File: src/hw/rtl/trme_pkg.sv
// Shared types and constants of the register machine execute unit.
package trme_pkg;

	localparam int NUM_REGS_DEF = 6;
	localparam int PROG_DEPTH   = 1024;
	localparam int PC_W         = 10;
	localparam int REG_IDX_W    = 3;
	localparam int DATA_W       = 32;
	localparam int IMM_W        = 31;
	localparam int FUNC_W       = 3;
	localparam int DIV_CNT_W    = 5;

	typedef enum logic [FUNC_W-1:0] {
		OP_ADD   = 3'd0,
		OP_SUB   = 3'd1,
		OP_MUL   = 3'd2,
		OP_DIV   = 3'd3,
		OP_LET   = 3'd4,
		OP_PRINT = 3'd5,
		OP_BGE   = 3'd6,
		OP_BAD   = 3'd7
	} op_t;

	typedef struct packed {
		logic take_instr;
		logic rd_first;
		logic exec;
		logic div_step;
		logic wb;
	} trme_cmd_t;

	typedef struct packed {
		logic div_run;
		logic div_last;
		logic out_full;
	} trme_stat_t;

endpackage

File: src/hw/rtl/trme_ctrl.sv
// Sequencer of the execute unit: register reads, execute, divide, writeback.
module trme_ctrl (
	input  logic                  clk,
	input  logic                  arst_n,
	input  logic                  in_valid,
	output logic                  in_ready,
	input  trme_pkg::trme_stat_t  stat,
	output trme_pkg::trme_cmd_t   cmd
);

	typedef enum logic [5:0] {
		ST_IDLE = 6'b000001,
		ST_RDA  = 6'b000010,
		ST_RDB  = 6'b000100,
		ST_EXEC = 6'b001000,
		ST_DIV  = 6'b010000,
		ST_WB   = 6'b100000
	} state_t;

	state_t state_q;
	state_t state_nxt;

	always_comb begin
		state_nxt = state_q;
		unique case (state_q)
			ST_IDLE: begin
				if (in_valid) state_nxt = ST_RDA;
			end
			ST_RDA:  state_nxt = ST_RDB;
			ST_RDB:  state_nxt = ST_EXEC;
			ST_EXEC: state_nxt = stat.div_run ? ST_DIV : ST_WB;
			ST_DIV: begin
				if (stat.div_last) state_nxt = ST_WB;
			end
			ST_WB: begin
				if (!stat.out_full) state_nxt = ST_IDLE;
			end
			default: state_nxt = ST_IDLE;
		endcase
	end

	always_ff @(posedge clk or negedge arst_n) begin
		if (!arst_n) begin
			state_q <= ST_IDLE;
		end else begin
			state_q <= state_nxt;
		end
	end

	assign in_ready       = (state_q == ST_IDLE);
	assign cmd.take_instr = in_valid && (state_q == ST_IDLE);
	assign cmd.rd_first   = (state_q == ST_RDA);
	assign cmd.exec       = (state_q == ST_EXEC);
	assign cmd.div_step   = (state_q == ST_DIV);
	assign cmd.wb         = (state_q == ST_WB) && !stat.out_full;

endmodule

File: src/hw/rtl/trme_dp.sv
// Datapath: register file, ALU, bit-serial divider and result register.
module trme_dp #(
	parameter int NUM_REGS = trme_pkg::NUM_REGS_DEF
) (
	input  logic                               clk,
	input  logic                               arst_n,
	input  trme_pkg::trme_cmd_t                cmd,
	output trme_pkg::trme_stat_t               stat,
	input  logic [trme_pkg::FUNC_W-1:0]        func,
	input  logic [trme_pkg::PC_W-1:0]          current_pc,
	input  logic [trme_pkg::REG_IDX_W-1:0]     dest_reg,
	input  logic [trme_pkg::REG_IDX_W-1:0]     src_a,
	input  logic [trme_pkg::REG_IDX_W-1:0]     src_b,
	input  logic [trme_pkg::IMM_W-1:0]         immediate,
	input  logic [trme_pkg::PC_W-1:0]          branch_target,
	output logic                               out_valid,
	input  logic                               out_ready,
	output logic [trme_pkg::PC_W-1:0]          next_pc,
	output logic                               print_valid,
	output logic [trme_pkg::REG_IDX_W-1:0]     print_reg,
	output logic signed [trme_pkg::DATA_W-1:0] print_value,
	output logic                               div_zero,
	output logic                               bad_op
);

	localparam int RI_W = $clog2(NUM_REGS);
	localparam int PW   = trme_pkg::PC_W;
	localparam int DW   = trme_pkg::DATA_W;
	localparam int XW   = trme_pkg::REG_IDX_W;
	localparam logic [PW:0] DEPTH_C = (PW+1)'(trme_pkg::PROG_DEPTH);

	function automatic logic idx_ok(input logic [XW-1:0] i);
		return (32'(i) < NUM_REGS);
	endfunction

	function automatic logic [PW-1:0] pc_wrap(input logic [PW:0] v);
		logic [PW:0] r;
		r = (v >= DEPTH_C) ? (v - DEPTH_C) : v;
		return r[PW-1:0];
	endfunction

	// instruction
	trme_pkg::op_t       func_q;
	logic [PW-1:0]       pc_q;
	logic [PW-1:0]       tgt_q;
	logic [XW-1:0]       rd_q;
	logic [XW-1:0]       ra_q;
	logic [XW-1:0]       rb_q;
	logic [trme_pkg::IMM_W-1:0] imm_q;

	// register file
	logic [DW-1:0]       mem [NUM_REGS];
	logic [NUM_REGS-1:0] vld_q;
	logic [XW-1:0]       raddr;
	logic [RI_W-1:0]     ri;
	logic [RI_W-1:0]     wi;
	logic [DW-1:0]       rdata_q;
	logic [DW-1:0]       a_q;
	logic                wb_en;
	logic [DW-1:0]       wval;

	// execute results
	logic [DW-1:0]       res_q;
	logic                wr_q;
	logic [PW-1:0]       npc_q;
	logic                pv_q;
	logic [XW-1:0]       preg_q;
	logic [DW-1:0]       pval_q;
	logic                dz_q;
	logic                bad_q;

	// divider
	logic [DW-1:0]       quo_q;
	logic [DW-1:0]       rem_q;
	logic [DW-1:0]       dvs_q;
	logic                neg_q;
	logic [trme_pkg::DIV_CNT_W-1:0] cnt_q;
	logic [DW:0]         shifted;
	logic                ge;
	logic [DW:0]         diff;

	// output beat
	logic                out_valid_q;
	logic [PW-1:0]       next_pc_q;
	logic                print_valid_q;
	logic [XW-1:0]       print_reg_q;
	logic [DW-1:0]       print_value_q;
	logic                div_zero_q;
	logic                bad_op_q;

	logic [DW-1:0]       b;
	logic [DW-1:0]       prod;
	logic [PW-1:0]       pc_inc;

	always_ff @(posedge clk) begin
		if (cmd.take_instr) begin
			func_q <= trme_pkg::op_t'(func);
			pc_q   <= current_pc;
			rd_q   <= dest_reg;
			ra_q   <= src_a;
			rb_q   <= src_b;
			imm_q  <= immediate;
			tgt_q  <= branch_target;
		end
	end

	assign raddr = cmd.rd_first ? ((func_q == trme_pkg::OP_PRINT) ? rd_q : ra_q) : rb_q;
	assign ri    = RI_W'(raddr);
	assign wi    = RI_W'(rd_q);

	always_ff @(posedge clk) begin
		rdata_q <= (idx_ok(raddr) && vld_q[ri]) ? mem[ri] : '0;
		a_q     <= rdata_q;
	end

	assign wval  = (func_q == trme_pkg::OP_DIV) ? (neg_q ? (DW'(0) - quo_q) : quo_q) : res_q;
	assign wb_en = cmd.wb && wr_q && idx_ok(rd_q);

	always_ff @(posedge clk) begin
		if (wb_en) begin
			mem[wi] <= wval;
		end
	end

	always_ff @(posedge clk or negedge arst_n) begin
		if (!arst_n) begin
			vld_q <= '0;
		end else if (wb_en) begin
			vld_q[wi] <= 1'b1;
		end
	end

	// b arrives in rdata_q during execute, a already moved to a_q
	assign b      = rdata_q;
	assign prod   = DW'(a_q * b);
	assign pc_inc = pc_wrap({1'b0, pc_q} + (PW+1)'(1));

	always_ff @(posedge clk) begin
		if (cmd.exec) begin
			res_q  <= '0;
			wr_q   <= 1'b0;
			npc_q  <= pc_inc;
			pv_q   <= 1'b0;
			preg_q <= '0;
			pval_q <= '0;
			dz_q   <= 1'b0;
			bad_q  <= 1'b0;
			quo_q  <= a_q[DW-1] ? (DW'(0) - a_q) : a_q;
			dvs_q  <= b[DW-1] ? (DW'(0) - b) : b;
			rem_q  <= '0;
			neg_q  <= a_q[DW-1] ^ b[DW-1];
			unique case (func_q)
				trme_pkg::OP_ADD: begin
					res_q <= a_q + b;
					wr_q  <= 1'b1;
				end
				trme_pkg::OP_SUB: begin
					res_q <= a_q - b;
					wr_q  <= 1'b1;
				end
				trme_pkg::OP_MUL: begin
					res_q <= prod;
					wr_q  <= 1'b1;
				end
				trme_pkg::OP_DIV: begin
					dz_q <= (b == '0);
					wr_q <= (b != '0);
				end
				trme_pkg::OP_LET: begin
					res_q <= {1'b0, imm_q};
					wr_q  <= 1'b1;
				end
				trme_pkg::OP_PRINT: begin
					pv_q   <= 1'b1;
					preg_q <= rd_q;
					pval_q <= a_q;
				end
				trme_pkg::OP_BGE: begin
					if ($signed(a_q) >= $signed(b)) npc_q <= pc_wrap({1'b0, tgt_q});
				end
				trme_pkg::OP_BAD: begin
					bad_q <= 1'b1;
					npc_q <= pc_wrap({1'b0, pc_q});
				end
				default: begin
					bad_q <= 1'b1;
				end
			endcase
		end else if (cmd.div_step) begin
			rem_q <= ge ? diff[DW-1:0] : shifted[DW-1:0];
			quo_q <= {quo_q[DW-2:0], ge};
		end
	end

	// restoring divide on magnitudes, one quotient bit per cycle
	assign shifted = {rem_q, quo_q[DW-1]};
	assign ge      = (shifted >= {1'b0, dvs_q});
	assign diff    = shifted - {1'b0, dvs_q};

	always_ff @(posedge clk or negedge arst_n) begin
		if (!arst_n) begin
			cnt_q <= '0;
		end else if (cmd.exec) begin
			cnt_q <= '0;
		end else if (cmd.div_step) begin
			cnt_q <= cnt_q + 1'b1;
		end
	end

	assign stat.div_run  = (func_q == trme_pkg::OP_DIV) && (b != '0);
	assign stat.div_last = (cnt_q == '1);
	assign stat.out_full = out_valid_q && !out_ready;

	always_ff @(posedge clk or negedge arst_n) begin
		if (!arst_n) begin
			out_valid_q <= 1'b0;
		end else if (cmd.wb) begin
			out_valid_q <= 1'b1;
		end else if (out_ready) begin
			out_valid_q <= 1'b0;
		end
	end

	always_ff @(posedge clk) begin
		if (cmd.wb) begin
			next_pc_q     <= npc_q;
			print_valid_q <= pv_q;
			print_reg_q   <= preg_q;
			print_value_q <= pval_q;
			div_zero_q    <= dz_q;
			bad_op_q      <= bad_q;
		end
	end

	assign out_valid   = out_valid_q;
	assign next_pc     = next_pc_q;
	assign print_valid = print_valid_q;
	assign print_reg   = print_reg_q;
	assign print_value = print_value_q;
	assign div_zero    = div_zero_q;
	assign bad_op      = bad_op_q;

endmodule

File: src/hw/rtl/toy_register_machine_execute_top.sv
// Top level of the register machine execute unit.
// One instruction is worked on at a time. It passes through accept, two reads
// of the single-port register file, execute and writeback before its result
// beat; a divide with a nonzero divisor also passes through the divide state,
// where the restoring divider produces one quotient bit per cycle. The result
// sits in an output register, so the next instruction is accepted while a
// result beat still waits. Registers read as zero after reset.
module toy_register_machine_execute_top #(
	parameter int NUM_REGS = trme_pkg::NUM_REGS_DEF
) (
	input  logic                               clk,
	input  logic                               arst_n,
	input  logic                               in_valid,
	output logic                               in_ready,
	input  logic [trme_pkg::FUNC_W-1:0]        func,
	input  logic [trme_pkg::PC_W-1:0]          current_pc,
	input  logic [trme_pkg::REG_IDX_W-1:0]     dest_reg,
	input  logic [trme_pkg::REG_IDX_W-1:0]     src_a,
	input  logic [trme_pkg::REG_IDX_W-1:0]     src_b,
	input  logic [trme_pkg::IMM_W-1:0]         immediate,
	input  logic [trme_pkg::PC_W-1:0]          branch_target,
	output logic                               out_valid,
	input  logic                               out_ready,
	output logic [trme_pkg::PC_W-1:0]          next_pc,
	output logic                               print_valid,
	output logic [trme_pkg::REG_IDX_W-1:0]     print_reg,
	output logic signed [trme_pkg::DATA_W-1:0] print_value,
	output logic                               div_zero,
	output logic                               bad_op
);

	trme_pkg::trme_cmd_t  cmd;
	trme_pkg::trme_stat_t stat;

	trme_ctrl u_ctrl (
		.clk      (clk),
		.arst_n   (arst_n),
		.in_valid (in_valid),
		.in_ready (in_ready),
		.stat     (stat),
		.cmd      (cmd)
	);

	trme_dp #(
		.NUM_REGS (NUM_REGS)
	) u_dp (
		.clk           (clk),
		.arst_n        (arst_n),
		.cmd           (cmd),
		.stat          (stat),
		.func          (func),
		.current_pc    (current_pc),
		.dest_reg      (dest_reg),
		.src_a         (src_a),
		.src_b         (src_b),
		.immediate     (immediate),
		.branch_target (branch_target),
		.out_valid     (out_valid),
		.out_ready     (out_ready),
		.next_pc       (next_pc),
		.print_valid   (print_valid),
		.print_reg     (print_reg),
		.print_value   (print_value),
		.div_zero      (div_zero),
		.bad_op        (bad_op)
	);

endmodule
File: config.mk
export PLATFORM = sky130hd
export DESIGN_NAME = toy_register_machine_execute_top
export DESIGN_NICKNAME = d
export VERILOG_FILES = /design/src/hw/rtl/trme_pkg.sv /design/src/hw/rtl/trme_ctrl.sv /design/src/hw/rtl/trme_dp.sv /design/src/hw/rtl/toy_register_machine_execute_top.sv
export SDC_FILE = /design/constraint.sdc
export NUM_CORES = 2
export LEC_CHECK = 0
export BUFFER_PORTS_ARGS = -buffer_cell sky130_fd_sc_hd__buf_4
export CAP_MARGIN = 40
export CORE_ASPECT_RATIO = 1.75
export CORE_MARGIN = 2
export CORE_UTILIZATION = 30
export DETAILED_ROUTE_END_ITERATION = 12
export GPL_TIMING_DRIVEN = 0
export PLACE_DENSITY = 0.42
export SLEW_MARGIN = 20
export SYNTH_ARGS = -nofsm -noshare
export SYNTH_HDL_FRONTEND = slang
export SYNTH_SLANG_ARGS = --single-unit
File: constraint.sdc
create_clock -name clk -period 9.76 [get_ports clk]
set_input_delay 0.488 -clock clk [delete_from_list [all_inputs] [get_ports clk]]
set_output_delay 0.488 -clock clk [all_outputs]
set_load 0.01 [all_outputs]
# Word level (Yosys, flattened, before mapping)
# Memories as Yosys holds them, arrays and structs flattened. A register that Yosys moved wholly into a read port is not among the register bits.
# Cells that the tools add are included.
[op_classes]
add_sub_neg = 9
n_mul = 1
order_cmp = 8
n_eq_ne = 17
n_mux = 31
bitwise_logic = 2
n_reduce_logical = 18
[op_table]
columns = ["cell", "n"]
rows = [
  ["$mux 32", 6],
  ["$pmux 32 s4", 1],
  ["$sub 1x32->32 const A", 3],
  ["$sub 32x32->32", 2],
  ["$pmux 6 s6", 1],
  ["$ge 33x32->1", 1],
  ["$add 32x32->32", 1],
  ["$ge 32x32->1", 1],
  ["$logic_not 32->1", 1],
  ["$mul 32x32->32", 1],
  ["$reduce_bool 32->1", 1],
  ["$mux 31", 1],
  ["$mux 6", 4],
  ["$mux 10", 2],
  ["$pmux 10 s2", 1],
  ["$eq 3x3->1 const B", 4],
  ["$add 10x1->11 const B", 1],
  ["$ge 11x11->1 const B", 1],
  ["$mux 5", 2],
  ["$sub 10x1->10 const B", 1],
  ["$logic_and 1x1->1", 8],
  ["$lt 3x4->1 const B", 2],
  ["$mux 1", 8],
  ["$eq 3x2->1 const B", 2],
  ["other kinds (24)", 30],
]
[word_totals]
ff_bits = 339
mem_bits_rw = 192
word_cells = 118
mem_count = 1
[memory_table]
columns = ["name", "depth", "word_bits", "rd", "rd_clocked_by_memory_dff", "write_ports", "line", "text"]
rows = [
  ["u_dp.mem", 6, 32, 1, 1, 1, "trme_dp.sv:52", "logic [DW-1:0] mem [NUM_REGS];"],
]

# Longest topological paths before layout
[depth]
ltp_word = 8
ltp_mapped = 27
depth_no_buf = 25

# Hierarchy
# From an unflattened synthesis, not the netlist that was laid out.
[unflattened]
hier_cells = 4041
hier_area_um2 = 42819.8
[by_module_without_submodules]
columns = ["mod", "n_inst", "cells_each", "area_each_um2", "seq_area_each_um2"]
rows = [
  ["trme_dp", 1, 4004, 42443.2, 15705.1],
  ["trme_ctrl", 1, 37, 376.6, 151.4],
]

# Worst setup path before layout
# OpenSTA, ideal clock, no wires.
[synth_path]
path_kind = "reg-to-reg"
startpoint = "register u_ctrl.state_q[1]"
endpoint = "memory u_dp.mem[4][0] (netlist bit) (enable)"
setup_ns = 0.515
arrival_ns = 6.949
slack_ns = 2.296
path_stages_with_launch = 6
path_buffers = 0
cell_sequence = "dfrtp_1 nor4_1 nand3b_1 nor2b_1 nand2_1 nor4b_1"
[synth_lines]
columns = ["item", "line", "text"]
rows = [
  ["from (decl)", "trme_ctrl.sv:20", "state_t state_q;"],
  ["from (signal assigned)", "trme_ctrl.sv:46", "state_q <= state_nxt;"],
  ["to (decl)", "trme_dp.sv:52", ""],
]

# Final worst setup path
[layout_path]
startpoint = "register u_dp.rdata_q[4] (netlist: u_dp.b[4]) (read register of u_dp.mem)"
endpoint = "register u_dp.res_q[29], data pin"
[layout_between]
elab_chain_len = 2
[layout_lines]
columns = ["item", "line", "text"]
rows = [
  ["from (decl)", "trme_dp.sv:57", "logic [DW-1:0] rdata_q;"],
  ["$mul 32x32->32, or another cell as far along", "trme_dp.sv:135", "assign prod = DW'(a_q * b);"],
  ["$pmux 32 s4 *", "trme_dp.sv:152", "unique case (func_q)"],
  ["to (signal assigned)", "trme_dp.sv:154", "res_q <= a_q + b;"],
  ["to (signal assigned)", "trme_dp.sv:158", "res_q <= a_q - b;"],
  ["to (signal assigned)", "trme_dp.sv:162", "res_q <= prod;"],
  ["to (decl)", "trme_dp.sv:63", "logic [DW-1:0] res_q;"],
]
# Mark *: on every way between the ends. The rest lies on a longest branch, timed or not.
# A chain may end at the register's enable or synchronous reset.

==> impl_results.md <==
* Final Core Density at 35.3%
* Vias/cell at 5.03
* CTS H-tree lvls at 2
* Global-route wire length before repair at 245000 µm
* FF-to-FF path depth at 23
* Maximum VDD drop at 0.000142 V
* Starting density of the core at 30.2%
* Post-Syn Instances at 4018
* Mean Syn Cell Area at 10.7 µm²
* Congestion Overflow GR at 0
* DIE AREA at 146000 µm²
* Routed Wire Length at 173000 µm
* Vias in the first global route at 34241
* Setup violations, final at 0
* Leak at 21.0 nW
* DP Wirelength at 144000 µm
* Worst Setup SP: u_dp.b[4]
* WP depth at 23
* Skew-Pair Late Insertion Delay at 0.69 ns
* EDFF count, synth at 449
* I/O Buffers at 116
* Clock skew at 0.0396 ns
* Relative slew slack at 37.2%
* Gpl congestion at 0.948
* YS warnings at 0
* DIE HEIGHT at 504 µm
* Critical path, cell by cell: clkbuf_1 > clkbuf_2 > and2_1 > fa_1 > inv_1 > fa_1 > fa_1 > fa_1 > inv_1 > fa_1 > fa_1 > fa_1 > fa_1 > ha_1 > a21oi_1 > nand2b_1 > and3_1 > a21oi_1 > buf_4 > a221o_1 > a21oi_1 > mux2i_1 > or4b_1
* Post_cts resized at 0
* Synth unique cells at 82
* Final Slew Violations at 0
* Post-synthesis sequential area ratio at 37.0%
* Worst hold slack at 0.0732 ns
* DR iter-0 viols at 1749
* CP max-delay cell: dfxtp_1
* Die Span X at 290 µm
* Pwr Density at 135 nW/µm²
* Largest net degree at the start of global routing at 63
* Outcome: complete, no violations
* Cell row count at 183
* Crit path arrival time at 9.63 ns
* DRC at 0
* Post-Syn Nets at 4720
* Area Growth Syn to Fin at 17.1%
* Hold Path Stages at 2
* Clock transition at the registers of the reported paths at 0.07 ns
* Tcrit/Tclk final at 94.6%
* Max reg flops at 192
* Max Cap Viol at 0
* CP Data Required Time at 10.15 ns
* RSZ-0062 raised after global routing: no
* Hold Path Class: in2reg
* Final cell count without fillers at 6292
* Antenna violations before repair at 12
* Mapped cell area at 42800 µm²
* CTS tree: done
* Worst Tran Pin Value at 0.943 ns
* Primary FF master, synth: edfxtp_1
* Total clock buffers created by CTS at 60
* Final WS setup at 0.523 ns
* CP Max Fanout at 10
* Power Total at 0.00675 W
* Dpl ws at 0.533 ns
* CTS Sinks at 563
* Routed via count at 31645
* CP max stage delay at 0.76 ns
* Critical path class: reg2reg
* Hold Crit Start: in_valid
* Ys async rst share at 3.20%
* Crit start category: flop
* Layout cells sized above 1 at 9.84%
* Tot GR Track Use at 23.8%
* Minimum clock period at 9.24 ns
* Commonest non-fill, non-tap cell in the layout: inv_1
* CTS root buf: clkbuf_16
* Core box area at 142000 µm²
* DRT Pass-1 Iters at 6
* Crit path to: u_dp.res_q[29]
* WL/cell at 27.5 µm
* F_max at 108 MHz
* Most flops, register: u_dp.mem
* CTS max path bufs at 3
* Commonest non-fill, non-tap cells in the layout: inv_1 (488), edfxtp_1 (449), fa_1 (411)
* Most used cell along the critical path: fa_1
* Reg-to-Reg Start: u_dp.b[4]
* Kind of cell adding the most delay to the critical path: adder cells
* Ports at 117
* Final hold vios at 0
* Synth Register Bits at 563
* Worst Path Buf+Inv at 5
* Setup crit end kind: flop
* Dpl cells at 6100
* Postcts setup bufs at 0
* Worst reg2reg endpoint: u_dp.res_q[29]
* R2R setup slack at 0.52 ns
* Nets@finish at 5083
* Final ANT Viol Nets at 0
==> cell usage after synthesis, types with 12 or more instances <==
cell	instances	area (µm²)
inv_1	489	1840
edfxtp_1	449	13500
fa_1	411	8230
nand2_1	393	1480
and2_1	279	1750
ha_1	224	2800
clkbuf_1	205	769
nor2_1	182	683
o21ai_0	181	906
xnor2_1	135	1180
a21oi_1	125	626
dfxtp_1	96	1920
xor2_1	90	788
mux2i_1	63	631
a211oi_1	48	360
nand3_1	42	210
o31ai_1	40	300
nor3_1	37	185
a21o_1	33	248
mux4_2	33	743
a22oi_1	22	165
nand2b_1	22	138
o21a_1	22	165
o41ai_1	21	184
or3_1	21	131
o21bai_1	19	143
nand4_1	18	113
nor2b_1	18	113
nor4_1	18	113
a31oi_1	17	106
dfrtp_1	17	425
or2_2	17	106
o21ai_1	15	75.1
buf_1	14	52.6
o211ai_1	14	105
a32oi_1	13	114
or4_1	13	97.6
and3_1	12	75.1
==> cell type report <==
| class | count | area (µm²) |
|---|---|---|
| sequential | 563 | 15900 |
| tap | 1850 | 2310 |
| fill | 14545 | 91800 |
| antenna | 10 | 25.0 |
| clock buffer | 77 | 1670 |
| clock inverter | 36 | 420 |
| timing repair buffer | 301 | 2840 |
| buffer | 226 | 875 |
| inverter | 494 | 1860 |
| multi-input combinational | 2735 | 24300 |
==> stage by stage <==
stage               cell area, µm²  TNS [ns]
floorplan                    42800         0
global placement             46000   -672.24
detailed placement           47400         0
CTS                          50100         0
global route                 50100         0
finish                       50200         0
==> repair_timing <==
action                                  4_1_cts  5_1_grt
endpoints found under the setup margin        0        0
hold buffers                                 64        0
endpoints found under the hold margin        81        0
==> per-layer routing <==
layer / up-vias / wire length (µm) / part of all wire [%] / track usage, %
met5: - / 25 / 0.014 / 0
met4: 4 / 13500 / 7.8 / 15.1
met3: 371 / 5600 / 3.2 / 2.74
met2: 814 / 93900 / 54 / 45.0
met1: 16139 / 60200 / 35 / 24.3
li1: 14317 / - / - / -
==> cells by family after synthesis <==
family,count (synthesis),synth area share (%)
adder cells (fa/ha/maj),635,25.8
AND/OR/NAND/NOR,1118,13.0
multiplexers,98,3.26
AO/OA/AOI/OAI,659,10.0
buffers and inverters,720,6.34
flip-flops,563,37.0
XOR/XNOR,225,4.60
==> power by group <==
part	switching, W	total, W	internal, W
logic	0.000970	0.00147	0.000500
registers	0.0000837	0.00283	0.00275
clock network	0.00107	0.00245	0.00138
==> worst min path at each step <==
stage / end / slack (ns)
2_1_floorplan: u_ctrl.state_q[1] / 0.19
3_3_place_gp: u_dp.vld_q[1] / 0.39
3_5_place_dp: u_dp.vld_q[1] / 0.39
4_1_cts: u_ctrl.state_q[1] / 0.02
5_1_grt: u_ctrl.state_q[1] / 0.05
6_report: u_ctrl.state_q[1] / 0.07
Power figures use the tool's default switching activity.
